===== src/sv/mrpw_pkg.sv =====
// Package for the meter reading plausibility window.
// Holds the transaction structs, status and register codes, and the sequencer states.
// No dependencies.
package mrpw_pkg;

  localparam int VALUE_W       = 32;
  localparam int STAMP_W       = 32;
  localparam int WSIZE_W       = 5;
  localparam int STATUS_W      = 3;
  localparam int CFG_ADDR_W    = 1;
  localparam int CFG_DATA_W    = 32;
  localparam int SEC_W         = 12;
  localparam int SCALED_W      = VALUE_W + SEC_W;
  localparam int PROD_W        = VALUE_W + STAMP_W;

  localparam logic [SEC_W-1:0]   SEC_PER_HOUR     = 12'd3600;
  localparam logic [WSIZE_W-1:0] WSIZE_RESET      = 5'd5;
  localparam logic [VALUE_W-1:0] MAX_RATE_RESET   = 32'hFFFF_FFFF;

  localparam logic [CFG_ADDR_W-1:0] CFG_WINDOW_SIZE = 1'd0;
  localparam logic [CFG_ADDR_W-1:0] CFG_MAX_RATE    = 1'd1;

  typedef enum logic [STATUS_W-1:0] {
    STS_OK,
    STS_BAD_FORMAT,
    STS_FILLING,
    STS_WIN_DROP,
    STS_WIN_RATE,
    STS_BELOW_LAST,
    STS_RATE_LAST
  } status_t;

  typedef enum logic [2:0] {
    FSM_IDLE,
    FSM_SCREEN,
    FSM_WALK,
    FSM_DRAIN,
    FSM_FINISH
  } fsm_t;

  typedef struct packed {
    logic [VALUE_W-1:0] reading;
    logic [STAMP_W-1:0] timestamp;
    logic               format_ok;
  } in_item_t;

  typedef struct packed {
    logic                accepted;
    logic [STATUS_W-1:0] status;
    logic                checked_valid;
    logic [VALUE_W-1:0]  checked_value;
    logic [STAMP_W-1:0]  checked_time;
  } out_item_t;

  typedef struct packed {
    logic [VALUE_W-1:0] reading;
    logic [STAMP_W-1:0] stamp;
  } cell_t;

  typedef struct packed {
    logic  valid;
    logic  vs_last;
    cell_t older;
    cell_t newer;
  } pair_req_t;

  typedef struct packed {
    logic valid;
    logic vs_last;
    logic drop;
    logic rate;
  } pair_res_t;

endpackage


===== src/sv/meter_reading_plausibility_window.sv =====
// Meter reading plausibility window, top level: chain of MAX_WINDOW cells, sequencer,
// pair checker and output register. Uses mrpw_pkg, mrpw_cell and mrpw_pair_chk.
//
// One transaction in gives one transaction out. A reading with format_ok clear goes
// straight to the finish state, and one that leaves the window short of window_size
// finishes after the screen state. Once a value has been accepted, a full check
// rotates the chain once through all MAX_WINDOW cells past the single pair checker,
// one pair per cycle, then checks against the last accepted value and drains the
// checker pipeline. Before the first acceptance there is no check against the last
// value. The next input is taken as soon as the result sits in the output register,
// even while out_stall holds it. Configuration writes are taken at any time and must
// be made while no transaction is in flight.
module meter_reading_plausibility_window #(
  parameter int MAX_WINDOW = 16
) (
  input  logic                              clk,
  input  logic                              rst_n,
  input  logic                              in_valid,
  output logic                              in_stall,
  input  mrpw_pkg::in_item_t                in_data,
  output logic                              out_valid,
  input  logic                              out_stall,
  output mrpw_pkg::out_item_t               out_data,
  input  logic                              cfg_we,
  input  logic [mrpw_pkg::CFG_ADDR_W-1:0]   cfg_addr,
  input  logic [mrpw_pkg::CFG_DATA_W-1:0]   cfg_wdata
);

  localparam int CW = $clog2(MAX_WINDOW + 1);
  localparam logic [CW-1:0] MAXW = CW'(MAX_WINDOW);

  mrpw_pkg::fsm_t                   state_r, state_nxt;
  logic [mrpw_pkg::WSIZE_W-1:0]     wsize_r;
  logic [mrpw_pkg::VALUE_W-1:0]     max_rate_r;
  logic [CW-1:0]                    fill_r;
  logic [CW-1:0]                    step_r, step_nxt;
  mrpw_pkg::status_t                status_r, status_nxt;
  mrpw_pkg::cell_t                  prev_r;
  mrpw_pkg::cell_t                  cand_r;
  mrpw_pkg::cell_t                  last_r;
  logic                             have_last_r;
  logic                             out_valid_r;
  mrpw_pkg::out_item_t              out_data_r;

  mrpw_pkg::cell_t                  chain_q [MAX_WINDOW];
  mrpw_pkg::cell_t                  head_d;
  mrpw_pkg::cell_t                  tail;
  logic                             adv;
  logic                             take;
  logic                             insert;
  logic                             rotate;
  logic                             finish;
  logic [CW-1:0]                    ws;
  logic [CW-1:0]                    first_step;
  logic [CW-1:0]                    cand_step;
  mrpw_pkg::pair_req_t              req;
  mrpw_pkg::pair_res_t              res;
  logic                             chk_busy;
  logic                             pass;

  // window size clamp
  always_comb begin
    if (wsize_r == '0) begin
      ws = CW'(1);
    end else if (32'(wsize_r) > 32'(MAX_WINDOW)) begin
      ws = MAXW;
    end else begin
      ws = CW'(wsize_r);
    end
  end

  assign first_step = MAXW - ws + CW'(1);
  assign cand_step  = MAXW - ws + (ws >> 1);

  assign in_stall = (state_r != mrpw_pkg::FSM_IDLE);
  assign take     = in_valid && !in_stall;
  assign insert   = take && in_data.format_ok;
  assign tail     = chain_q[MAX_WINDOW-1];
  assign pass     = (status_r == mrpw_pkg::STS_OK);

  always_comb begin
    state_nxt  = state_r;
    step_nxt   = step_r;
    status_nxt = status_r;
    rotate     = 1'b0;
    finish     = 1'b0;
    req        = '0;
    req.older  = prev_r;
    req.newer  = tail;
    case (state_r)
      mrpw_pkg::FSM_IDLE: begin
        if (take) begin
          status_nxt = mrpw_pkg::STS_OK;
          if (in_data.format_ok) begin
            state_nxt = mrpw_pkg::FSM_SCREEN;
          end else begin
            status_nxt = mrpw_pkg::STS_BAD_FORMAT;
            state_nxt  = mrpw_pkg::FSM_FINISH;
          end
        end
      end
      mrpw_pkg::FSM_SCREEN: begin
        step_nxt = '0;
        if (fill_r < ws) begin
          status_nxt = mrpw_pkg::STS_FILLING;
          state_nxt  = mrpw_pkg::FSM_FINISH;
        end else begin
          state_nxt = mrpw_pkg::FSM_WALK;
        end
      end
      mrpw_pkg::FSM_WALK: begin
        if (step_r == MAXW) begin
          req.valid   = have_last_r;
          req.vs_last = 1'b1;
          req.older   = last_r;
          req.newer   = cand_r;
          state_nxt   = mrpw_pkg::FSM_DRAIN;
        end else begin
          rotate    = 1'b1;
          req.valid = (step_r >= first_step);
          step_nxt  = step_r + CW'(1);
        end
      end
      mrpw_pkg::FSM_DRAIN: begin
        if (!chk_busy && !res.valid) begin
          state_nxt = mrpw_pkg::FSM_FINISH;
        end
      end
      mrpw_pkg::FSM_FINISH: begin
        if (!out_valid_r || !out_stall) begin
          finish    = 1'b1;
          state_nxt = mrpw_pkg::FSM_IDLE;
        end
      end
      default: begin
        state_nxt = mrpw_pkg::FSM_IDLE;
      end
    endcase
    if (res.valid && pass) begin
      if (res.drop) begin
        status_nxt = res.vs_last ? mrpw_pkg::STS_BELOW_LAST : mrpw_pkg::STS_WIN_DROP;
      end else if (res.rate) begin
        status_nxt = res.vs_last ? mrpw_pkg::STS_RATE_LAST : mrpw_pkg::STS_WIN_RATE;
      end
    end
  end

  always_ff @(posedge clk) begin
    if (!rst_n) begin
      state_r <= mrpw_pkg::FSM_IDLE;
    end else begin
      state_r <= state_nxt;
    end
  end

  always_ff @(posedge clk) begin
    if (!rst_n) begin
      wsize_r    <= mrpw_pkg::WSIZE_RESET;
      max_rate_r <= mrpw_pkg::MAX_RATE_RESET;
    end else if (cfg_we) begin
      case (cfg_addr)
        mrpw_pkg::CFG_WINDOW_SIZE: wsize_r    <= cfg_wdata[mrpw_pkg::WSIZE_W-1:0];
        mrpw_pkg::CFG_MAX_RATE:    max_rate_r <= cfg_wdata[mrpw_pkg::VALUE_W-1:0];
        default: begin
        end
      endcase
    end
  end

  always_ff @(posedge clk) begin
    if (!rst_n) begin
      fill_r      <= '0;
      have_last_r <= 1'b0;
      last_r      <= '0;
      status_r    <= mrpw_pkg::STS_OK;
      step_r      <= '0;
    end else begin
      status_r <= status_nxt;
      step_r   <= step_nxt;
      if (insert && fill_r < MAXW) begin
        fill_r <= fill_r + CW'(1);
      end
      if (finish && pass) begin
        have_last_r <= 1'b1;
        last_r      <= cand_r;
      end
    end
  end

  always_ff @(posedge clk) begin
    if (state_r == mrpw_pkg::FSM_WALK) begin
      prev_r <= tail;
      if (step_r == cand_step) begin
        cand_r <= tail;
      end
    end
  end

  // reading chain: newest entry at cell 0, rotate through the tail for the walk
  assign adv = insert || rotate;

  always_comb begin
    if (insert) begin
      head_d.reading = in_data.reading;
      head_d.stamp   = in_data.timestamp;
    end else begin
      head_d = tail;
    end
  end

  mrpw_cell u_cell_head (
    .clk (clk),
    .adv (adv),
    .d   (head_d),
    .q   (chain_q[0])
  );

  for (genvar i = 1; i < MAX_WINDOW; i++) begin : g_chain
    mrpw_cell u_cell (
      .clk (clk),
      .adv (adv),
      .d   (chain_q[i-1]),
      .q   (chain_q[i])
    );
  end

  mrpw_pair_chk u_chk (
    .clk      (clk),
    .rst_n    (rst_n),
    .max_rate (max_rate_r),
    .req      (req),
    .res      (res),
    .busy     (chk_busy)
  );

  always_ff @(posedge clk) begin
    if (!rst_n) begin
      out_valid_r <= 1'b0;
    end else if (finish) begin
      out_valid_r <= 1'b1;
    end else if (!out_stall) begin
      out_valid_r <= 1'b0;
    end
  end

  always_ff @(posedge clk) begin
    if (finish) begin
      out_data_r.accepted <= pass;
      out_data_r.status   <= status_r;
      if (pass) begin
        out_data_r.checked_valid <= 1'b1;
        out_data_r.checked_value <= cand_r.reading;
        out_data_r.checked_time  <= cand_r.stamp;
      end else begin
        out_data_r.checked_valid <= have_last_r;
        out_data_r.checked_value <= last_r.reading;
        out_data_r.checked_time  <= last_r.stamp;
      end
    end
  end

  assign out_valid = out_valid_r;
  assign out_data  = out_data_r;

endmodule


===== src/sv/mrpw_cell.sv =====
// One cell of the reading chain: holds one reading and its time stamp.
// Takes its neighbor's entry when the chain advances. Uses mrpw_pkg.
module mrpw_cell (
  input  logic            clk,
  input  logic            adv,
  input  mrpw_pkg::cell_t d,
  output mrpw_pkg::cell_t q
);

  mrpw_pkg::cell_t q_r;

  always_ff @(posedge clk) begin
    if (adv) begin
      q_r <= d;
    end
  end

  assign q = q_r;

endmodule


===== src/sv/mrpw_pair_chk.sv =====
// Pipelined pair checker: drop and rate test for one (older, newer) pair per cycle.
// Stage one forms differences, stage two the products, the result compares them.
// Uses mrpw_pkg.
module mrpw_pair_chk (
  input  logic                           clk,
  input  logic                           rst_n,
  input  logic [mrpw_pkg::VALUE_W-1:0]   max_rate,
  input  mrpw_pkg::pair_req_t            req,
  output mrpw_pkg::pair_res_t            res,
  output logic                           busy
);

  logic                            a_valid_r;
  logic                            a_last_r;
  logic                            a_drop_r;
  logic                            a_neg_r;
  logic [mrpw_pkg::VALUE_W-1:0]    a_dv_r;
  logic [mrpw_pkg::STAMP_W-1:0]    a_dt_r;

  logic                            b_valid_r;
  logic                            b_last_r;
  logic                            b_drop_r;
  logic                            b_neg_r;
  logic [mrpw_pkg::SCALED_W-1:0]   b_pa_r;
  logic [mrpw_pkg::PROD_W-1:0]     b_pb_r;

  always_ff @(posedge clk) begin
    if (!rst_n) begin
      a_valid_r <= 1'b0;
      b_valid_r <= 1'b0;
    end else begin
      a_valid_r <= req.valid;
      b_valid_r <= a_valid_r;
    end
  end

  always_ff @(posedge clk) begin
    a_last_r <= req.vs_last;
    a_drop_r <= req.newer.reading < req.older.reading;
    a_neg_r  <= req.newer.stamp < req.older.stamp;
    a_dv_r   <= req.newer.reading - req.older.reading;
    a_dt_r   <= req.newer.stamp - req.older.stamp;

    b_last_r <= a_last_r;
    b_drop_r <= a_drop_r;
    b_neg_r  <= a_neg_r;
    b_pa_r   <= mrpw_pkg::SCALED_W'(a_dv_r) * mrpw_pkg::SCALED_W'(mrpw_pkg::SEC_PER_HOUR);
    b_pb_r   <= mrpw_pkg::PROD_W'(max_rate) * mrpw_pkg::PROD_W'(a_dt_r);
  end

  always_comb begin
    res.valid   = b_valid_r;
    res.vs_last = b_last_r;
    res.drop    = b_drop_r;
    res.rate    = !b_drop_r && !b_neg_r && (mrpw_pkg::PROD_W'(b_pa_r) > b_pb_r);
  end

  assign busy = a_valid_r || b_valid_r;

endmodule

===== config.mk =====
export PLATFORM = sky130hd
export DESIGN_NAME = meter_reading_plausibility_window
export DESIGN_NICKNAME = d
export VERILOG_FILES = /design/src/sv/mrpw_pkg.sv /design/src/sv/meter_reading_plausibility_window.sv /design/src/sv/mrpw_cell.sv /design/src/sv/mrpw_pair_chk.sv
export SDC_FILE = /design/constraint.sdc
export NUM_CORES = 2
export LEC_CHECK = 0
export ABC_AREA = 1
export BUFFER_PORTS_ARGS = -buffer_cell sky130_fd_sc_hd__buf_2
export CORE_MARGIN = 3
export CORE_UTILIZATION = 40
export CTS_BUF_LIST = sky130_fd_sc_hd__clkbuf_2
export DETAILED_ROUTE_END_ITERATION = 6
export GPL_TIMING_DRIVEN = 0
export HOLD_SLACK_MARGIN = 0.15
export PLACE_DENSITY_LB_ADDON = 0.15
export SETUP_SLACK_MARGIN = 0.02
export SYNTH_ARGS = -nofsm -noshare
export SYNTH_HDL_FRONTEND = slang
export SYNTH_SLANG_ARGS = --single-unit
export TNS_END_PERCENT = 1

===== constraint.sdc =====
create_clock -name clk -period 32.2 [get_ports clk]
set_input_delay 0 -clock clk [delete_from_list [all_inputs] [get_ports clk]]
set_output_delay 0 -clock clk [all_outputs]
set_load 0.05 [all_outputs]

* Word-level counts from Yosys, hierarchy flattened
Index checks and enable logic that the tools add are counted.
** Cells by class
- Bitwise operators :: 1
- Multiplexer cells :: 31
- $lt $le $gt $ge :: 7
- Equal/unequal tests :: 12
- Multiply operators :: 2
- Add/sub/neg operators :: 7
- Reduce and logical (&&, ||, !) cells :: 29
** Operator list (number)
- $mux W129 :: 1
- $mux W128 :: 1
- $mux W64 :: 2
- $gt A44 B64 Y1 :: 1
- $lt A32 B32 Y1 :: 2
- $mul A32 B32 Y64 :: 1
- $sub A32 B32 Y32 :: 2
- $mul A32 B8 Y40 const B :: 1
- $mux W3 :: 12
- $add A5 B1 Y5 const B :: 3
- $mux W5 :: 3
- $pmux W3 S5 :: 1
- $ne A2 B2 Y1 const B :: 5
- $pmux W5 S2 :: 1
- $reduce_and A2 Y1 :: 5
- $logic_and A1 B1 Y1 :: 8
- $mux W1 :: 8
- $logic_not A1 Y1 :: 7
- $eq A3 B2 Y1 const B :: 2
- $logic_not A3 Y1 :: 2
- $pmux W3 S2 :: 1
- $add A5 B4 Y5 :: 1
- $eq A5 B5 Y1 :: 1
- $eq A5 B5 Y1 const B :: 1
- other kinds (15) :: 17
** Storage, ports and cells
- Bits in registers :: 1516
- Output and inout port bits :: 71
- Bits of input ports :: 103
- Word-level logic and storage cells :: 152

* Longest topological paths before layout
- Word-level depth :: 9
- Depth in mapped cells :: 32
- Gate-level depth less buffers :: 30

* By module
From an unflattened synthesis, not the netlist that was laid out.
** Second synthesis, totals
- Cell total of the unflattened synthesis :: 9238
- Area, all modules :: 93992.6 µm²
** By module, submodules not included
- mrpw_pair_chk :: sequential area each 3523.4 µm², area an instance 49266.0 µm², times used 1, cells each 6711
- mrpw_cell :: sequential area each 1921.8 µm², area an instance 1921.8 µm², times used 16, cells each 64
- meter_reading_plausibility_window :: sequential area each 8298.0 µm², area an instance 13977.2 µm², times used 1, cells each 1503

* Least setup slack after synthesis
No wires, ideal clock.
- Path type :: reg-to-reg
- Start :: register state_r[2]
- End :: register g_chain[10].u_cell.q_r, in the netlist g_chain[10].u_cell.q[0] (enable)
- Setup time :: 1.452 ns
- Buffers on the path :: 0
- Path slack :: 6.943 ns
- Data required time :: 30.748 ns
- Period minus slack after synthesis :: 25.257 ns
- Cell stages (with the launch flop) :: 6
- Data arrival time :: 23.805 ns
- Cell sequence :: dfxtp_1 nor3_4 inv_2 nor2_4 inv_1 nand2_1
** On the way
- Word-level cells in the longest chain between the ends :: 5
- Elaborated cells on any way between the ends :: 7
- Classes of those cells :: 1 x eq/ne; 1 x mux; 5 x reduce/logical
** Ends and longest elaborated chain
- start: declaration :: line meter_reading_plausibility_window.sv:32 : mrpw_pkg::fsm_t state_r, state_nxt;
- start signal: assignment :: line meter_reading_plausibility_window.sv:150 : state_r <= mrpw_pkg::FSM_IDLE;
- start signal: assignment :: line meter_reading_plausibility_window.sv:152 : state_r <= state_nxt;
- $reduce_bool A3 Y1 :: line meter_reading_plausibility_window.sv:75 : assign in_stall = (state_r != mrpw_pkg::FSM_IDLE);
- $logic_not A1 Y1 :: line meter_reading_plausibility_window.sv:76 : assign take = in_valid && !in_stall;
- $logic_and A1 B1 Y1 :: line meter_reading_plausibility_window.sv:76
- $logic_and A1 B1 Y1 :: line meter_reading_plausibility_window.sv:77 : assign insert = take && in_data.format_ok;
- $logic_or A1 B1 Y1 * :: line meter_reading_plausibility_window.sv:200 : assign adv = insert || rotate;
- via adv :: line meter_reading_plausibility_window.sv:48 : logic adv;
- end signal: assignment :: line mrpw_cell.sv:14 : q_r <= d;
- end: declaration :: line mrpw_cell.sv:10 : mrpw_pkg::cell_t q_r;
The timed path passes the listed nets; every way through them passes the cells marked *.
A chain may end at the register's enable or synchronous reset.

* Worst setup path after layout
- Start :: register max_rate_r[25] (netlist name)
- End :: register u_chk.b_pb_r[61] (netlist name)
** On the way
- Word-level cells in the longest chain between the ends :: 1
** Ends and longest elaborated chain
- start: declaration :: line meter_reading_plausibility_window.sv:34 : logic [mrpw_pkg::VALUE_W-1:0] max_rate_r;
- start signal: assignment :: line meter_reading_plausibility_window.sv:159 : max_rate_r <= mrpw_pkg::MAX_RATE_RESET;
- start signal: assignment :: line meter_reading_plausibility_window.sv:163 : mrpw_pkg::CFG_MAX_RATE: max_rate_r <= cfg_wdata[mrpw_pkg::VALUE_W-1:0];
- $mul A32 B32 Y64 :: line mrpw_pair_chk.sv:48 : b_pb_r <= mrpw_pkg::PROD_W'(max_rate) * mrpw_pkg::PROD_W'(a_dt_r);
- end signal: assignment :: line mrpw_pair_chk.sv:48
- end: declaration :: line mrpw_pair_chk.sv:25 : logic [mrpw_pkg::PROD_W-1:0] b_pb_r;
No other way between the ends.

==> insert_results.sql <==
INSERT INTO impl_metrics (metric_group, metric, value, unit) VALUES
('logic_synthesis', 'synth-warning-count', '0', ''),
('clock_network', 'cts_tree', 'done', ''),
('logic_synthesis', 'postSynth.asyncResetShare', '0', '%'),
('setup_path', 'crit_cells', '23', ''),
('timing', 'max_freq', '0.111', 'GHz'),
('logic_synthesis', 'synthAdderAreaFrac', '27.4', '%'),
('routing', 'detail_route.vias_per_cell', '4.90', ''),
('worst_hold_path', 'min-delay-path-class', 'reg -> reg', ''),
('grt', 'pin_count_of_the_biggest_net_entering_global_routing', '76', ''),
('logic_synthesis', 'synth_top_cell_area_share', '39.7', '%'),
('timing', 'fin_worst_skew', '0.204', 'ns'),
('setup_path', 'maximum_cell_stage_delay_along_the_critical_path', '1.10', 'ns'),
('clock_network', 'clock_latency', '1.73', 'ns'),
('setup_path', 'critical_path.endpoint_type', 'flip-flop', ''),
('run_status', 'failed_checks', 'capacitance limit, slew limit', ''),
('logic_synthesis', 'synth_area_per_cell', '10.5', 'µm²'),
('grt', 'gr-usage-all-layers', '25.4', '%'),
('setup_path', 'critical_path.reg2reg.endpoint', 'u_chk.b_pb_r[61]$_DFF_P_', ''),
('setup_path', 'worstPathMaxFanout', '10', ''),
('timing', 'tightest_slew', '1.57', 'ns'),
('layout', 'finish.cell_count_without_fillers', '13098', ''),
('setup_path', 'critical_path.endpoint', 'u_chk.b_pb_r[61]$_DFF_P_', ''),
('logic_synthesis', 'synth_compound_area_share', '5.07', '%'),
('flow_run', 'cap_violations', '2', ''),
('place', 'post-dp-hpwl', '230000', 'µm'),
('routing', 'routed-via-count', '64240', ''),
('logic_synthesis', 'synthFlopType', 'edfxtp_1', ''),
('setup_path', 'worst_ep_arrival_time', '10.56', 'ns'),
('setup_path', 'critical_path.reg2reg.startpoint', 'max_rate_r[25]$_SDFFE_PN1P_', ''),
('die', 'chipHeight', '487', 'µm'),
('timing', 'timing_max_transition_violations_final', '21', ''),
('place', 'finalWeightedCongestion', '1.02', ''),
('place', 'placement.cell_area', '97700', 'µm²'),
('grt', 'antenna_violations_before_repair', '21', ''),
('clock_network', 'h-tree-depth', '5', ''),
('layout', 'final_design_area_no_fill', '105000', 'µm²'),
('grt', 'gr-total-overflow', '0', ''),
('clock_network', 'cts_buffer_depth', '4', ''),
('layout', 'final_stage_net_count', '11340', ''),
('die', 'floorplan.initialDensity', '40.5', '%'),
('clock_network', 'clockRootBuffer', 'clkbuf_2', ''),
('layout', 'fraction_of_final_layout_cells_sized_beyond_drive_strength_1', '8.85', '%'),
('routing', 'detail_route.wl_per_cell', '22.6', 'µm'),
('logic_synthesis', 'netlist_top_cells_area', 'edfxtp_1 40%, fa_1 21%, inv_1 8.4%, nand2_1 7.7%, ha_1 6.7%', ''),
('logic_synthesis', 'synth_top_cells_by_count', '2077 x inv_1, 1887 x nand2_1, 1221 x edfxtp_1', ''),
('timing', 'final.period_utilization', '27.9', '%'),
('logic_synthesis', 'synth_enable_flop_cells', '1221', ''),
('setup_path', 'critical_path_required', '33.78', 'ns'),
('setup_path', 'critical-path-top-delay-family', 'adder cells', ''),
('logic_synthesis', 'synth.ff_latch_count', '1516', ''),
('logic_synthesis', 'combinational_family_with_the_most_area_after_synthesis', 'adder cells', ''),
('place', 'place.port_buffers', '172', ''),
('logic_synthesis', 'seq_total_area_yosys', '46.0', '%'),
('logic_synthesis', 'post_synth_mux_area_share', '0.0217', '%'),
('clock_network', 'worst_setup_hold_path_clk_slew', '0.12', 'ns'),
('die', 'core_area', '229000', 'µm²'),
('die', 'rows', '175', ''),
('setup_path', 'cp-start-kind', 'flip-flop', ''),
('grt', 'first_global_vias', '67040', ''),
('logic_synthesis', 'yosys.area_share.simple', '10.4', '%'),
('timing', 'timing.slew.headroom', '-4.88', '%'),
('layout', 'area_delta_synth_final', '13.8', '%'),
('grt', 'grt_first_pass_wirelength', '436000', 'µm'),
('routing', 'remaining_design_rule_violation_count', '0', ''),
('die', 'dieWidth', '487', 'µm'),
('run_status', 'outcome', 'finished, violations left', ''),
('timing', 'unrepaired_setup_endpoints_after_global_routing', 'no', ''),
('logic_synthesis', 'synthesis.area', '92500', 'µm²'),
('logic_synthesis', 'synth_cell_type_count', '52', ''),
('setup_path', 'ordered_cell_list_for_the_critical_path', 'clkbuf_1, clkbuf_1, nand2_1, inv_1, fa_1, inv_1, fa_1, fa_1, fa_1, inv_1, fa_1, fa_1, fa_1, fa_1, ha_1, a21oi_1, o21ai_0, a21oi_1, nand3_1, nand2_1, nand2_1, nand2_1, nand2_1', ''),
('logic_synthesis', 'synth_xor_area_share', '1.24', '%');
stage by stage:
step,setup TNS (ns),util (%)
6_report,0,46.1
5_1_grt,0,46.0
4_1_cts,0,46.0
3_5_place_dp,0,42.7
3_3_place_gp,-2447.16,42.5
2_1_floorplan,0,-
placed cells by master (no fill, tap or decap), types with 8 or more instances in the layout:
master         netlist  layout
o21bai_1            21      21
o21a_1              13      13
nor3_1              30      30
xor2_1              92      92
buf_1               13      13
nand2_1           1887    1886
a31oi_1             19      19
nand3_1            152     152
nor2_1             288     288
buf_4               16      16
diode_2              0      20
o21ai_0            423     423
dlygate4sd3_1        0     417
clkinv_2             0      16
inv_1             2077    2076
buf_2               29     201
inv_2                8      11
nand4_1             26      26
clkbuf_2             2     559
fa_1               955     955
clkbuf_1           247     247
a21oi_2             10       9
o21ai_2              8       8
a21o_1              24      24
buf_16               0      19
nor2_2              13      13
ha_1               495     495
a21oi_1            299     299
o21ai_1             21      21
xnor2_1             39      39
edfxtp_1          1221    1221
dfxtp_1            295     295
clkinv_1             0      77
registers in the layout, indices dropped and copies added (netlist names), 5 cells and up:
signal            cells
max_rate_r           32
u_chk.b_pa_r         40
fill_r                5
u_chk.b_pb_r         64
last_r               64
u_chk.a_dv_r         32
cand_r               64
prev_r               64
u_cell_head.q        64
wsize_r               5
out_data             69
u_chk.a_dt_r         32
g_chain.u_cell.q    960
step_r                5
how the worst min path moves through the flow:
stage                                                   from  slack (ns)                                  to  cells after the start
after floorplan                                 cfg_wdata[0]        0.11          max_rate_r[0]$_SDFFE_PN1P_                      2
after global placement                         cfg_wdata[26]        0.20         max_rate_r[26]$_SDFFE_PN1P_                      3
after detailed placement                       cfg_wdata[11]        0.21         max_rate_r[11]$_SDFFE_PN1P_                      3
after CTS                                        in_data[16]        0.25         u_cell_head.q[15]$_DFFE_PP_                      6
after global routing      g_chain[11].u_cell.q[49]$_DFFE_PP_        0.30  g_chain[12].u_cell.q[49]$_DFFE_PP_                      0
final                       g_chain[6].u_cell.q[5]$_DFFE_PP_        0.31    g_chain[7].u_cell.q[5]$_DFFE_PP_                      0
cells by family after synthesis:
kind of cell    count (synthesis)
simple gates                 2430
mux                             2
xor+xnor                      131
fa+ha+maj                    1450
flops                        1516
buf+inv                      2397
compound gates                870
layer usage:
layer | vias up | track usage (%) | part of all wire, %
met5 | - | 0 | 0.016
met4 | 6 | 13.9 | 6.3
met3 | 611 | 4.18 | 6.3
met2 | 2230 | 39.6 | 45
met1 | 31954 | 33.8 | 42
li1 | 29439 | - | -
repair_timing:
item | in CTS | in global routing
hold endpoints to repair | 439 | 0
setup buffers | 0 | 0
setup endpoints to repair | 0 | 0
hold buffers | 417 | 0
cell type report:
class                      instances  area [µm²]
clock buffer                     557        2790
sequential                      1516       42600
multi-input combinational       4883       40800
buffer                           312        1310
inverter                        2085        7830
clock inverter                   104         554
antenna                           20        50.0
timing repair buffer             612        5630
fill                           21874      123000
tap                             3009        3760
Power is left out: the tool's default activity adds up to more than one toggle a clock period on the data nets, which glitch-free logic cannot reach.
